## src/hdl/quoted_escaped_tokenizer_core_assert.svh

```systemverilog
// Assertion macros for the tokenizer core.
// Each use samples on clk_i and is disabled while rst_ni is low.
`ifndef QUOTED_ESCAPED_TOKENIZER_CORE_ASSERT_SVH
`define QUOTED_ESCAPED_TOKENIZER_CORE_ASSERT_SVH

`ifndef ASSERT_OFF
`define QET_ASSERT(label, prop) \
  label: assert property (@(posedge clk_i) disable iff (!rst_ni) (prop)) \
    else $error("assertion failed");
`define QET_ASSERT_IMPLY(label, pre, post) \
  label: assert property (@(posedge clk_i) disable iff (!rst_ni) (pre) |-> (post)) \
    else $error("assertion failed");
`define QET_ASSERT_NEXT(label, pre, post) \
  label: assert property (@(posedge clk_i) disable iff (!rst_ni) (pre) |=> (post)) \
    else $error("assertion failed");
`else
`define QET_ASSERT(label, prop)
`define QET_ASSERT_IMPLY(label, pre, post)
`define QET_ASSERT_NEXT(label, pre, post)
`endif

`endif

```

## src/hdl/qet_pkg.sv

```systemverilog
`default_nettype none
package qet_pkg;

  typedef enum logic [1:0] {
    QUOTE_NONE   = 2'd0,
    QUOTE_DOUBLE = 2'd1,
    QUOTE_SINGLE = 2'd2
  } quote_e;

  typedef enum logic [2:0] {
    REG_KEEP_EMPTY   = 3'd0,
    REG_DELIM_COUNT  = 3'd1,
    REG_DELIM_FIRST  = 3'd2,
    REG_DELIM_SECOND = 3'd3,
    REG_DELIM_THIRD  = 3'd4
  } cfg_reg_e;

  localparam logic [7:0] CHAR_DQUOTE = 8'h22;
  localparam logic [7:0] CHAR_SQUOTE = 8'h27;
  localparam logic [7:0] CHAR_BSLASH = 8'h5C;

  localparam logic [1:0] DELIM_COUNT_RST  = 2'd3;
  localparam logic [7:0] DELIM_FIRST_RST  = 8'd44;
  localparam logic [7:0] DELIM_SECOND_RST = 8'd32;
  localparam logic [7:0] DELIM_THIRD_RST  = 8'd9;

  // Escape letters and the control bytes they stand for.
  function automatic logic [7:0] translate_escape(input logic [7:0] c);
    logic [7:0] r;
    unique case (c)
      8'h61:   r = 8'h07; // a
      8'h62:   r = 8'h08; // b
      8'h65:   r = 8'h1B; // e
      8'h66:   r = 8'h0C; // f
      8'h6E:   r = 8'h0A; // n
      8'h72:   r = 8'h0D; // r
      8'h73:   r = 8'h20; // s
      8'h74:   r = 8'h09; // t
      8'h76:   r = 8'h0B; // v
      default: r = c;
    endcase
    return r;
  endfunction

endpackage
`default_nettype wire

```

## src/hdl/qet_stream_if.sv

```systemverilog
`default_nettype none
interface qet_in_if;
  logic       valid;
  logic       ready;
  logic [7:0] char_in;
  logic       string_end;

  modport source (output valid, output char_in, output string_end, input ready);
  modport sink   (input valid, input char_in, input string_end, output ready);
endinterface

interface qet_out_if;
  logic       valid;
  logic       ready;
  logic [7:0] token_char;
  logic       char_valid;
  logic       token_done;

  modport source (output valid, output token_char, output char_valid, output token_done,
                  input ready);
  modport sink   (input valid, input token_char, input char_valid, input token_done,
                  output ready);
endinterface
`default_nettype wire

```

## src/hdl/quoted_escaped_tokenizer_core.sv

```systemverilog
// Tokenizer core: splits a byte string into tokens at up to three delimiter bytes,
// removing quotes and translating backslash escapes outside quotes.
// in_i carries one string byte per transfer, or an end-of-string marker.
// out_o carries at most one result per input transfer: a token byte
// (char_valid) or an end of token (token_done), never both.
// Each input transfer lands in an input register; once the result register is free,
// one pass of logic updates the quote/escape/token state and loads the result register.
// Throughput: one input transfer per cycle while the sink takes results, with no
// result register bubble.
// When the sink stalls, the result register holds, then the input register
// holds, and in_i.ready drops only when both are full.
// Reset clears the pipeline and state and loads the delimiter registers with
// comma, space and tab, count 3, skip mode. Configure through the APB port
// (register i at byte address 4*i) only while the core is idle.
`default_nettype none
`include "quoted_escaped_tokenizer_core_assert.svh"
module quoted_escaped_tokenizer_core
  import qet_pkg::*;
(
  input  wire logic        clk_i,
  input  wire logic        rst_ni,
  qet_in_if.sink           in_i,
  qet_out_if.source        out_o,
  input  wire logic        psel,
  input  wire logic        penable,
  input  wire logic        pwrite,
  input  wire logic [4:0]  paddr,
  input  wire logic [31:0] pwdata,
  output logic      [31:0] prdata,
  output logic             pready
);

  // configuration registers
  logic       keep_q;
  logic [1:0] dcount_q;
  logic [7:0] dfirst_q, dsecond_q, dthird_q;
  cfg_reg_e   cfg_idx;
  logic       cfg_wr;

  assign pready  = 1'b1;
  assign cfg_idx = cfg_reg_e'(paddr[4:2]);
  assign cfg_wr  = psel && penable && pwrite;

  always_ff @(posedge clk_i or negedge rst_ni) begin
    if (!rst_ni) begin
      keep_q    <= 1'b0;
      dcount_q  <= DELIM_COUNT_RST;
      dfirst_q  <= DELIM_FIRST_RST;
      dsecond_q <= DELIM_SECOND_RST;
      dthird_q  <= DELIM_THIRD_RST;
    end else if (cfg_wr) begin
      unique case (cfg_idx)
        REG_KEEP_EMPTY:   keep_q    <= pwdata[0];
        REG_DELIM_COUNT:  dcount_q  <= pwdata[1:0];
        REG_DELIM_FIRST:  dfirst_q  <= pwdata[7:0];
        REG_DELIM_SECOND: dsecond_q <= pwdata[7:0];
        REG_DELIM_THIRD:  dthird_q  <= pwdata[7:0];
        default: ;
      endcase
    end
  end

  always_comb begin
    unique case (cfg_idx)
      REG_KEEP_EMPTY:   prdata = {31'd0, keep_q};
      REG_DELIM_COUNT:  prdata = {30'd0, dcount_q};
      REG_DELIM_FIRST:  prdata = {24'd0, dfirst_q};
      REG_DELIM_SECOND: prdata = {24'd0, dsecond_q};
      REG_DELIM_THIRD:  prdata = {24'd0, dthird_q};
      default:          prdata = 32'd0;
    endcase
  end

  // input register
  logic       in_vq, in_vd;
  logic [7:0] in_char_q;
  logic       in_end_q;
  logic       out_vq, out_vd;
  logic       out_free, proc;

  assign out_free   = !out_vq || out_o.ready;
  assign proc       = in_vq && out_free;
  assign in_i.ready = !in_vq || out_free;

  always_comb begin
    in_vd = in_vq;
    if (in_i.ready) begin
      in_vd = in_i.valid;
    end
  end

  always_ff @(posedge clk_i or negedge rst_ni) begin
    if (!rst_ni) begin
      in_vq <= 1'b0;
    end else begin
      in_vq <= in_vd;
    end
  end

  always_ff @(posedge clk_i) begin
    if (in_i.ready && in_i.valid) begin
      in_char_q <= in_i.char_in;
      in_end_q  <= in_i.string_end;
    end
  end

  // token state
  quote_e quote_q, quote_d, quote_k;
  logic   esc_q, esc_d;
  logic   open_q, open_d;
  logic   is_delim;
  logic       res_v, res_cv, res_td;
  logic [7:0] res_char;

  assign is_delim = (dcount_q >= 2'd1 && in_char_q == dfirst_q)  ||
                    (dcount_q >= 2'd2 && in_char_q == dsecond_q) ||
                    (dcount_q == 2'd3 && in_char_q == dthird_q);
  assign quote_k  = (in_char_q == CHAR_DQUOTE) ? QUOTE_DOUBLE : QUOTE_SINGLE;

  always_comb begin
    quote_d  = quote_q;
    esc_d    = esc_q;
    open_d   = open_q;
    res_v    = 1'b0;
    res_cv   = 1'b0;
    res_td   = 1'b0;
    res_char = 8'd0;
    priority if (in_end_q) begin
      // close the token; drop a dangling escape or an open quote
      quote_d = QUOTE_NONE;
      esc_d   = 1'b0;
      open_d  = keep_q;
      res_v   = keep_q || open_q;
      res_td  = keep_q || open_q;
    end else if (esc_q) begin
      esc_d    = 1'b0;
      open_d   = 1'b1;
      res_v    = 1'b1;
      res_cv   = 1'b1;
      res_char = (quote_q != QUOTE_NONE) ? in_char_q : translate_escape(in_char_q);
    end else if (in_char_q == CHAR_DQUOTE || in_char_q == CHAR_SQUOTE) begin
      quote_d = (quote_q == quote_k) ? QUOTE_NONE : quote_k;
      open_d  = 1'b1;
    end else if (in_char_q == CHAR_BSLASH) begin
      // inside quotes the backslash passes through
      esc_d    = 1'b1;
      open_d   = 1'b1;
      res_v    = (quote_q != QUOTE_NONE);
      res_cv   = (quote_q != QUOTE_NONE);
      res_char = (quote_q != QUOTE_NONE) ? in_char_q : 8'd0;
    end else if (quote_q == QUOTE_NONE && is_delim) begin
      open_d = keep_q;
      res_v  = keep_q || open_q;
      res_td = keep_q || open_q;
    end else begin
      open_d   = 1'b1;
      res_v    = 1'b1;
      res_cv   = 1'b1;
      res_char = in_char_q;
    end
  end

  always_ff @(posedge clk_i or negedge rst_ni) begin
    if (!rst_ni) begin
      quote_q <= QUOTE_NONE;
      esc_q   <= 1'b0;
      open_q  <= 1'b0;
    end else if (proc) begin
      quote_q <= quote_d;
      esc_q   <= esc_d;
      open_q  <= open_d;
    end
  end

  // result register
  logic [7:0] out_char_q;
  logic       out_cv_q, out_td_q;

  always_comb begin
    out_vd = out_vq;
    if (out_free) begin
      out_vd = proc && res_v;
    end
  end

  always_ff @(posedge clk_i or negedge rst_ni) begin
    if (!rst_ni) begin
      out_vq <= 1'b0;
    end else begin
      out_vq <= out_vd;
    end
  end

  always_ff @(posedge clk_i) begin
    if (proc && res_v) begin
      out_char_q <= res_char;
      out_cv_q   <= res_cv;
      out_td_q   <= res_td;
    end
  end

  assign out_o.valid      = out_vq;
  assign out_o.token_char = out_char_q;
  assign out_o.char_valid = out_cv_q;
  assign out_o.token_done = out_td_q;

  `QET_ASSERT_IMPLY(a_one_kind, out_vq, !(out_cv_q && out_td_q))
  `QET_ASSERT_IMPLY(a_done_zero_char, out_vq && !out_cv_q, out_td_q && out_char_q == 8'd0)
  `QET_ASSERT_NEXT(a_in_hold, in_vq && !out_free, in_vq && $stable(in_char_q) && $stable(in_end_q))
  `QET_ASSERT_NEXT(a_end_clears, proc && in_end_q, quote_q == QUOTE_NONE && !esc_q && open_q == keep_q)

endmodule
`default_nettype wire

```

## src/flat_wrapper.sv

```systemverilog
// flat-port wrapper written by rule: the top's interface ports become plain ports
module quoted_escaped_tokenizer_core_flat import qet_pkg::*;
  (clk_i, rst_ni, psel, penable, pwrite, paddr, pwdata, prdata, pready, in_i_valid, in_i_char_in, in_i_string_end, in_i_ready, out_o_valid, out_o_token_char, out_o_char_valid, out_o_token_done, out_o_ready);
  qet_in_if in_i_i ();
  qet_out_if out_o_i ();
  input  wire logic clk_i;
  input  wire logic rst_ni;
  input  wire logic psel;
  input  wire logic penable;
  input  wire logic pwrite;
  input  wire logic [4:0] paddr;
  input  wire logic [31:0] pwdata;
  output logic      [31:0] prdata;
  output logic pready;
  input wire logic [$bits(in_i_i.valid)-1:0] in_i_valid;
  input wire logic [$bits(in_i_i.char_in)-1:0] in_i_char_in;
  input wire logic [$bits(in_i_i.string_end)-1:0] in_i_string_end;
  output wire logic [$bits(in_i_i.ready)-1:0] in_i_ready;
  output wire logic [$bits(out_o_i.valid)-1:0] out_o_valid;
  output wire logic [$bits(out_o_i.token_char)-1:0] out_o_token_char;
  output wire logic [$bits(out_o_i.char_valid)-1:0] out_o_char_valid;
  output wire logic [$bits(out_o_i.token_done)-1:0] out_o_token_done;
  input wire logic [$bits(out_o_i.ready)-1:0] out_o_ready;
  assign in_i_i.valid = in_i_valid;
  assign in_i_i.char_in = in_i_char_in;
  assign in_i_i.string_end = in_i_string_end;
  assign in_i_ready = in_i_i.ready;
  assign out_o_valid = out_o_i.valid;
  assign out_o_token_char = out_o_i.token_char;
  assign out_o_char_valid = out_o_i.char_valid;
  assign out_o_token_done = out_o_i.token_done;
  assign out_o_i.ready = out_o_ready;
  quoted_escaped_tokenizer_core u_core (.clk_i(clk_i), .rst_ni(rst_ni), .in_i(in_i_i), .out_o(out_o_i), .psel(psel), .penable(penable), .pwrite(pwrite), .paddr(paddr), .pwdata(pwdata), .prdata(prdata), .pready(pready));
endmodule
```

## config.mk

```make
export PLATFORM = sky130hd
export DESIGN_NAME = quoted_escaped_tokenizer_core_flat
export DESIGN_NICKNAME = d
export VERILOG_FILES = /design/src/hdl/qet_pkg.sv /design/src/hdl/qet_stream_if.sv /design/src/hdl/quoted_escaped_tokenizer_core.sv /design/src/flat_wrapper.sv
export VERILOG_INCLUDE_DIRS = /design/src /design/src/hdl
export SDC_FILE = /design/constraint.sdc
export NUM_CORES = 1
export LEC_CHECK = 0
export ABC_AREA = 1
export BUFFER_PORTS_ARGS = -buffer_cell sky130_fd_sc_hd__buf_2
export CORE_MARGIN = 1.5
export CORE_UTILIZATION = 52
export CTS_BUF_LIST = sky130_fd_sc_hd__clkbuf_8 sky130_fd_sc_hd__clkbuf_16
export CTS_CLUSTER_DIAMETER = 200
export DETAILED_ROUTE_END_ITERATION = 16
export GPL_ROUTABILITY_DRIVEN = 1
export PLACE_DENSITY = 0.81
export SETUP_SLACK_MARGIN = 0.3
export SYNTH_ARGS = -nofsm -noshare
export SYNTH_HDL_FRONTEND = slang
export SYNTH_SLANG_ARGS = --single-unit
```

## constraint.sdc

```tcl
create_clock -name clk_i -period 2.4 [get_ports clk_i]
set_clock_uncertainty 0.05 [all_clocks]
set_input_delay 0.24 -clock clk_i [delete_from_list [all_inputs] [get_ports clk_i]]
set_output_delay 0.24 -clock clk_i [all_outputs]
set_load 0.05 [all_outputs]
```

; ---- Yosys cells after proc, flatten, opt, wreduce, memory -nomap -nowiden
; Index checks and enable logic that the tools add are counted.
[word_totals]
elab_cells = 102
romBits = 0
reg_bits = 52
ramBits = 0
latchBits = 0
out_inout_bits = 45
in_bits = 53
memories = 0
[classes]
magnitude_cmp = 2
n_bitwise = 0
n_shift = 0
mul = 0
div = 0
n_reduce_logical = 27
mux = 36
n_addsub = 0
n_eq_ne = 22
[op_table]
columns = cell, n
row1 = "8-bit by 7-bit == test with 1-bit output, second input constant", 10
row2 = 8-bit case mux with 9 select lines, 1
row3 = 8-bit 2-to-1 mux, 6
row4 = 8-bit case mux with 5 select lines, 1
row5 = 8-bit == test, 3
row6 = 1-bit 2-to-1 mux, 23
row7 = "8-bit by 6-bit == test with 1-bit output, second input constant", 2
row8 = 2-bit 2-to-1 mux, 5
row9 = 2-bit AND reduction, 5
row10 = 1-bit logical AND, 9
row11 = "3-bit by 2-bit == test with 1-bit output, second input constant", 2
row12 = 1-bit logical OR, 6
row13 = 2-bit nonzero test, 2
row14 = "3-bit by 1-bit == test with 1-bit output, second input constant", 1
row15 = "3-bit == test, second input constant", 1
row16 = 3-bit logical NOT, 1
row17 = 3-bit AND reduction, 1
row18 = 2-bit == test, 1
row19 = "2-bit == test, second input constant", 1
row20 = "2-bit by 1-bit >= comparator with 1-bit output, second input constant", 1
row21 = "2-bit >= comparator, second input constant", 1
row22 = 1-bit logical NOT, 2
row23 = 2-bit logical NOT, 1
row24 = "2-bit by 1-bit inequality test with 1-bit output, second input constant", 1

; ---- Logic depth before layout (Yosys ltp)
[logic_depth]
word_depth = 11
mapped_depth = 14
depth_no_buf = 14

; ---- Worst setup path before layout
; OpenSTA, ideal clock, no wires.
[synth_timing]
path_kind = reg2reg
start = register u_core.out_vq (netlist: u_core.out_o.valid)
end = register u_core.in_char_q[0] (enable)
t_arrival_ns = 1.545
period_less_slack_ns = 1.875
slack_ns = 0.525
t_required_ns = 2.070
path_stages_with_launch = 4
path_cell_list = dfrtp_1 -> nand3_1 -> nand2_1 -> inv_1
[synth_via]
elab_chain_len = 4
[synth_rtl]
columns = item, line_no
row1 = start: declaration, quoted_escaped_tokenizer_core.sv:78  ; logic out_vq, out_vd;
row2 = start signal: assignment, quoted_escaped_tokenizer_core.sv:190  ; out_vq <= out_vd;
row3 = 1-bit logical NOT, quoted_escaped_tokenizer_core.sv:81  ; assign out_free = !out_vq || out_o.ready;
row4 = 1-bit logical OR, quoted_escaped_tokenizer_core.sv:81
row5 = 1-bit logical OR, quoted_escaped_tokenizer_core.sv:83  ; assign in_i.ready = !in_vq || out_free;
row6 = named net in_i_ready, flat_wrapper.sv:18  ; output wire logic [$bits(in_i_i.ready)-1:0] in_i_ready;
row7 = 1-bit logical AND, quoted_escaped_tokenizer_core.sv:101  ; if (in_i.ready && in_i.valid) begin
row8 = end signal: assignment, quoted_escaped_tokenizer_core.sv:102  ; in_char_q <= in_i.char_in;
row9 = end: declaration, quoted_escaped_tokenizer_core.sv:76  ; logic [7:0] in_char_q;
; The timed path passes the listed nets, and every way through them passes these cells.
; A chain may end at the register's enable or synchronous reset.

; ---- Worst setup path in the final report
[layout_timing]
start = register u_core.in_char_q[1]
end = register u_core.out_char_q[1] (netlist: u_core.out_o.token_char[1]) (enable)
[layout_via]
elab_chain_len = 11
[layout_rtl]
columns = item, line_no
row1 = 8-bit == test (on tied branches), "quoted_escaped_tokenizer_core.sv:115, quoted_escaped_tokenizer_core.sv:116"
row2 = 1-bit logical AND (on tied branches), "quoted_escaped_tokenizer_core.sv:115, quoted_escaped_tokenizer_core.sv:116"
row3 = 1-bit logical OR, quoted_escaped_tokenizer_core.sv:115  ; assign is_delim = (dcount_q >= 2'd1 && in_char_q == dfirst_q) ||
row4 = 1-bit logical OR, quoted_escaped_tokenizer_core.sv:116  ; (dcount_q >= 2'd2 && in_char_q == dsecond_q) ||
row5 = 1-bit logical AND, quoted_escaped_tokenizer_core.sv:151  ; end else if (quote_q == QUOTE_NONE && is_delim) begin
row6 = 1-bit 2-to-1 mux, quoted_escaped_tokenizer_core.sv:151
row7 = 1-bit 2-to-1 mux, quoted_escaped_tokenizer_core.sv:144  ; end else if (in_char_q == CHAR_BSLASH) begin
row8 = 1-bit 2-to-1 mux (*), quoted_escaped_tokenizer_core.sv:141  ; end else if (in_char_q == CHAR_DQUOTE || in_char_q == CHAR_SQUOTE) begin
row9 = 1-bit 2-to-1 mux (*), quoted_escaped_tokenizer_core.sv:135  ; end else if (esc_q) begin
row10 = 1-bit 2-to-1 mux (*), quoted_escaped_tokenizer_core.sv:128  ; priority if (in_end_q) begin
row11 = 1-bit logical AND (*), quoted_escaped_tokenizer_core.sv:195  ; if (proc && res_v) begin
row12 = end signal: assignment, quoted_escaped_tokenizer_core.sv:196  ; out_char_q <= res_char;
row13 = end: declaration, quoted_escaped_tokenizer_core.sv:176  ; logic [7:0] out_char_q;
; Every way passes the cells marked *; elsewhere a longest branch is shown, timed or not.

==> out/summary.txt <==
Largest net degree at the start of global routing: 34
Most common cell after layout, fill and taps aside: nand2_1
Count of final setup violators: 0
Most frequent cells in the layout: nand2_1, inv_1, buf_2
Tot Pwr: 2.65 mW
Chip Width: 82.2 um
GRT Total Usage: 21.7%
CP Class: register to register
Max Cap Viol: 0
# nets final: 546
Final HPWL DP: 5150 um
Pleak: 1.92 nW
Crit path arrival time: 2.00 ns
First-pass GRT wire length: 11200 um
Post-Route WL: 7180 um
Die Area: 6760 um^2
Cts bufs inserted: 5
Yosys top cell area share: 19.2%
Via density: 5.08
First DRT Iteration DRCs: 214
Crit-path cells: buf_4 > nand2_4 > inv_2 > nand2_2 > o21ai_0 > nand2_1 > nand2_1 > nor2_1 > nand2_2 > nand3_2 > nand2_4 > clkinvlp_4
Yosys cell types: 40
CTS tree: built
Hold Crit Class: input pin to register
Initial Utilization: 54.5%
PD cells: 709 nW/um^2
Tmin final: 2.02 ns
Crit path max-delay family: simple AND/OR/NAND/NOR gates
Crit path largest cell delay: 0.50 ns
I/O Pins: 98
DRC viols: 0
Root Buffer: clkbuf_8
Crit Path Max Fanout: 5
Slew @ Worst Pin: 0.725 ns
Clock transition at path regs: 0.09 ns
Layout fillers: 522
Mean Syn Cell Area: 7.64 um^2
Sinks on Clock Net: 52
Wire length per cell: 12.6 um
Area Overhead vs Synth: 14.4%
CP max stage cell: edfxtp_1
CTS H-tree depth: 2
Max_slew headroom: 51.7%
Busiest layer in global routing: met2
Synthesized flop and latch total: 52
Gr ovfl total: 0
Synthesized area: 3260 um^2
Ant diodes: 0
Unrepaired setup endpoints after global routing: true
Post-route ant nets: 0
Core Area: 5990 um^2
Mapped Cells: 427
Met1 Track Usage GR: 29.8%
Core Rows: 28
Layout cells sized above 1: 25.1%
Slew Viols, Final: 0
Input/output buffers: 46
Peak Freq: 495 MHz
Met2 GRT Util: 34.4%
Outcome: finished clean
Drt pass-1 iters: 5
Worst skew pair latency: 0.32 ns
Final hold vios: 0
Sequential share of the synthesized area: 43.1%
Hold Slack: 0.0436 ns
Final GP Congestion: 0.922
Worst vdd ir: 493 uV
Placed Cells: 540
TNS Setup: 0 ns
Layout Cells excl Fill: 569
Longest Clk Path Bufs: 2
GR Util met3: 3.85%
Initial antenna violation count: 0
Worst Path Required: 2.38 ns
Crit path buf inv count: 3
Yosys top cell by area: dfrtp_1
Vias after detailed routing: 2890
Kind of end point of the critical path: register
CP Launch Type: register
Yosys warns: 0
Number of global-route vias before repair: 2448
Tcrit/Tclk final: 84.1%
Area contributors post-synth: dfrtp_1, edfxtp_1, nand2_1
Die Height: 82.2 um
## cell families (layout without fill, tap and decap cells)
kind of cell	Yosys count	in the layout	synth area share (%)
compound gates	54	54	9.77
xor+xnor	4	4	1.07
buf+inv	95	139	14.7
flops	52	52	43.1
other cells	2	25	0.230
simple gates	220	220	31.1
## through the flow
stage	utilization, %	area [um^2]	worst slack (ns)
after global placement	57.5	3450	0.250
after detailed placement	57.5	3450	0.207
final	62.3	3730	0.381
after floorplan	-	3350	0.525
after global routing	62.3	3730	0.181
after CTS	60.1	3600	0.419
## flip-flops by register name, indices dropped and copies added, names as in the netlist
| name | flops |
|---|---|
| u_core.dcount_q | 2 |
| u_core.dfirst_q | 8 |
| u_core.dsecond_q | 8 |
| u_core.dthird_q | 8 |
| u_core.esc_q | 1 |
| u_core.in_char_q | 8 |
| u_core.in_end_q | 1 |
| u_core.in_vq | 1 |
| u_core.keep_q | 1 |
| u_core.open_q | 1 |
| u_core.out_o.char_valid | 1 |
| u_core.out_o.token_char | 8 |
| u_core.out_o.token_done | 1 |
| u_core.out_o.valid | 1 |
| u_core.quote_q | 2 |
## routing by layer
layer	wire length, um	vias to the layer above	share of wire, %
li1	-	1435	-
met1	3250	1303	45
met2	3240	132	45
met3	456	20	6.4
met4	231	0	3.2
met5	0	-	0
## synth_stat cells (all sizes together)
cell,count
a21boi,1
a21oi,7
a22oi,1
and2,1
buf,30
clkbuf,3
clkinv,1
conb,2
dfrtp,25
dfstp,8
edfxtp,19
inv,61
nand2,151
nand3,20
nand3b,1
nand4,4
nor2,33
nor3,7
nor3b,1
o2111ai,2
o211ai,3
o21a,1
o21ai,35
o221ai,4
or2,2
xor2,4
## final cells by class
type	instances	area, um^2	area share (%)
clock buffer	5	68.8	1.84
clock inverter	3	23.8	0.637
inverter	62	245	6.57
multi-input combinational	303	1490	39.8
sequential	52	1410	37.7
tap	75	93.8	2.51
timing repair buffer	68	402	10.8
timing repair inverter	1	7.51	0.201
## what timing repair did
action,4_1_cts,5_1_grt
cloned,0,1
hold buffers,1,0
hold endpoints to repair,25,0
pin swaps,0,9
endpoints found under the setup margin,10,10
buffers inserted,7,12
resized for setup,1,12
## where the power goes
group / internal [mW] / total [mW] / leakage (nW) / switching, mW
Combinational: 0.261 / 0.910 / 1.29 / 0.649
Clock: 0.207 / 0.505 / 0.0404 / 0.298
Sequential: 1.11 / 1.24 / 0.589 / 0.126
Total: 1.58 / 2.65 / 1.92 / 1.07
## final timing paths
check	start	end	slack (ns)	cells after the start
max	u_core.in_char_q[1]	u_core.out_o.token_char[1]	0.38	12
min	in_i_char_in[5]	u_core.in_char_q[5]	0.04	1
max reg2reg	u_core.in_char_q[1]	u_core.out_o.token_char[1]	0.38	12
min reg2reg	u_core.dthird_q[0]	u_core.dthird_q[0]	0.46	2
max in group asynchronous	rst_ni	u_core.keep_q	1.37	2
min in group asynchronous	rst_ni	u_core.dthird_q[7]	0.47	2
(Power assumes the default switching activity.)
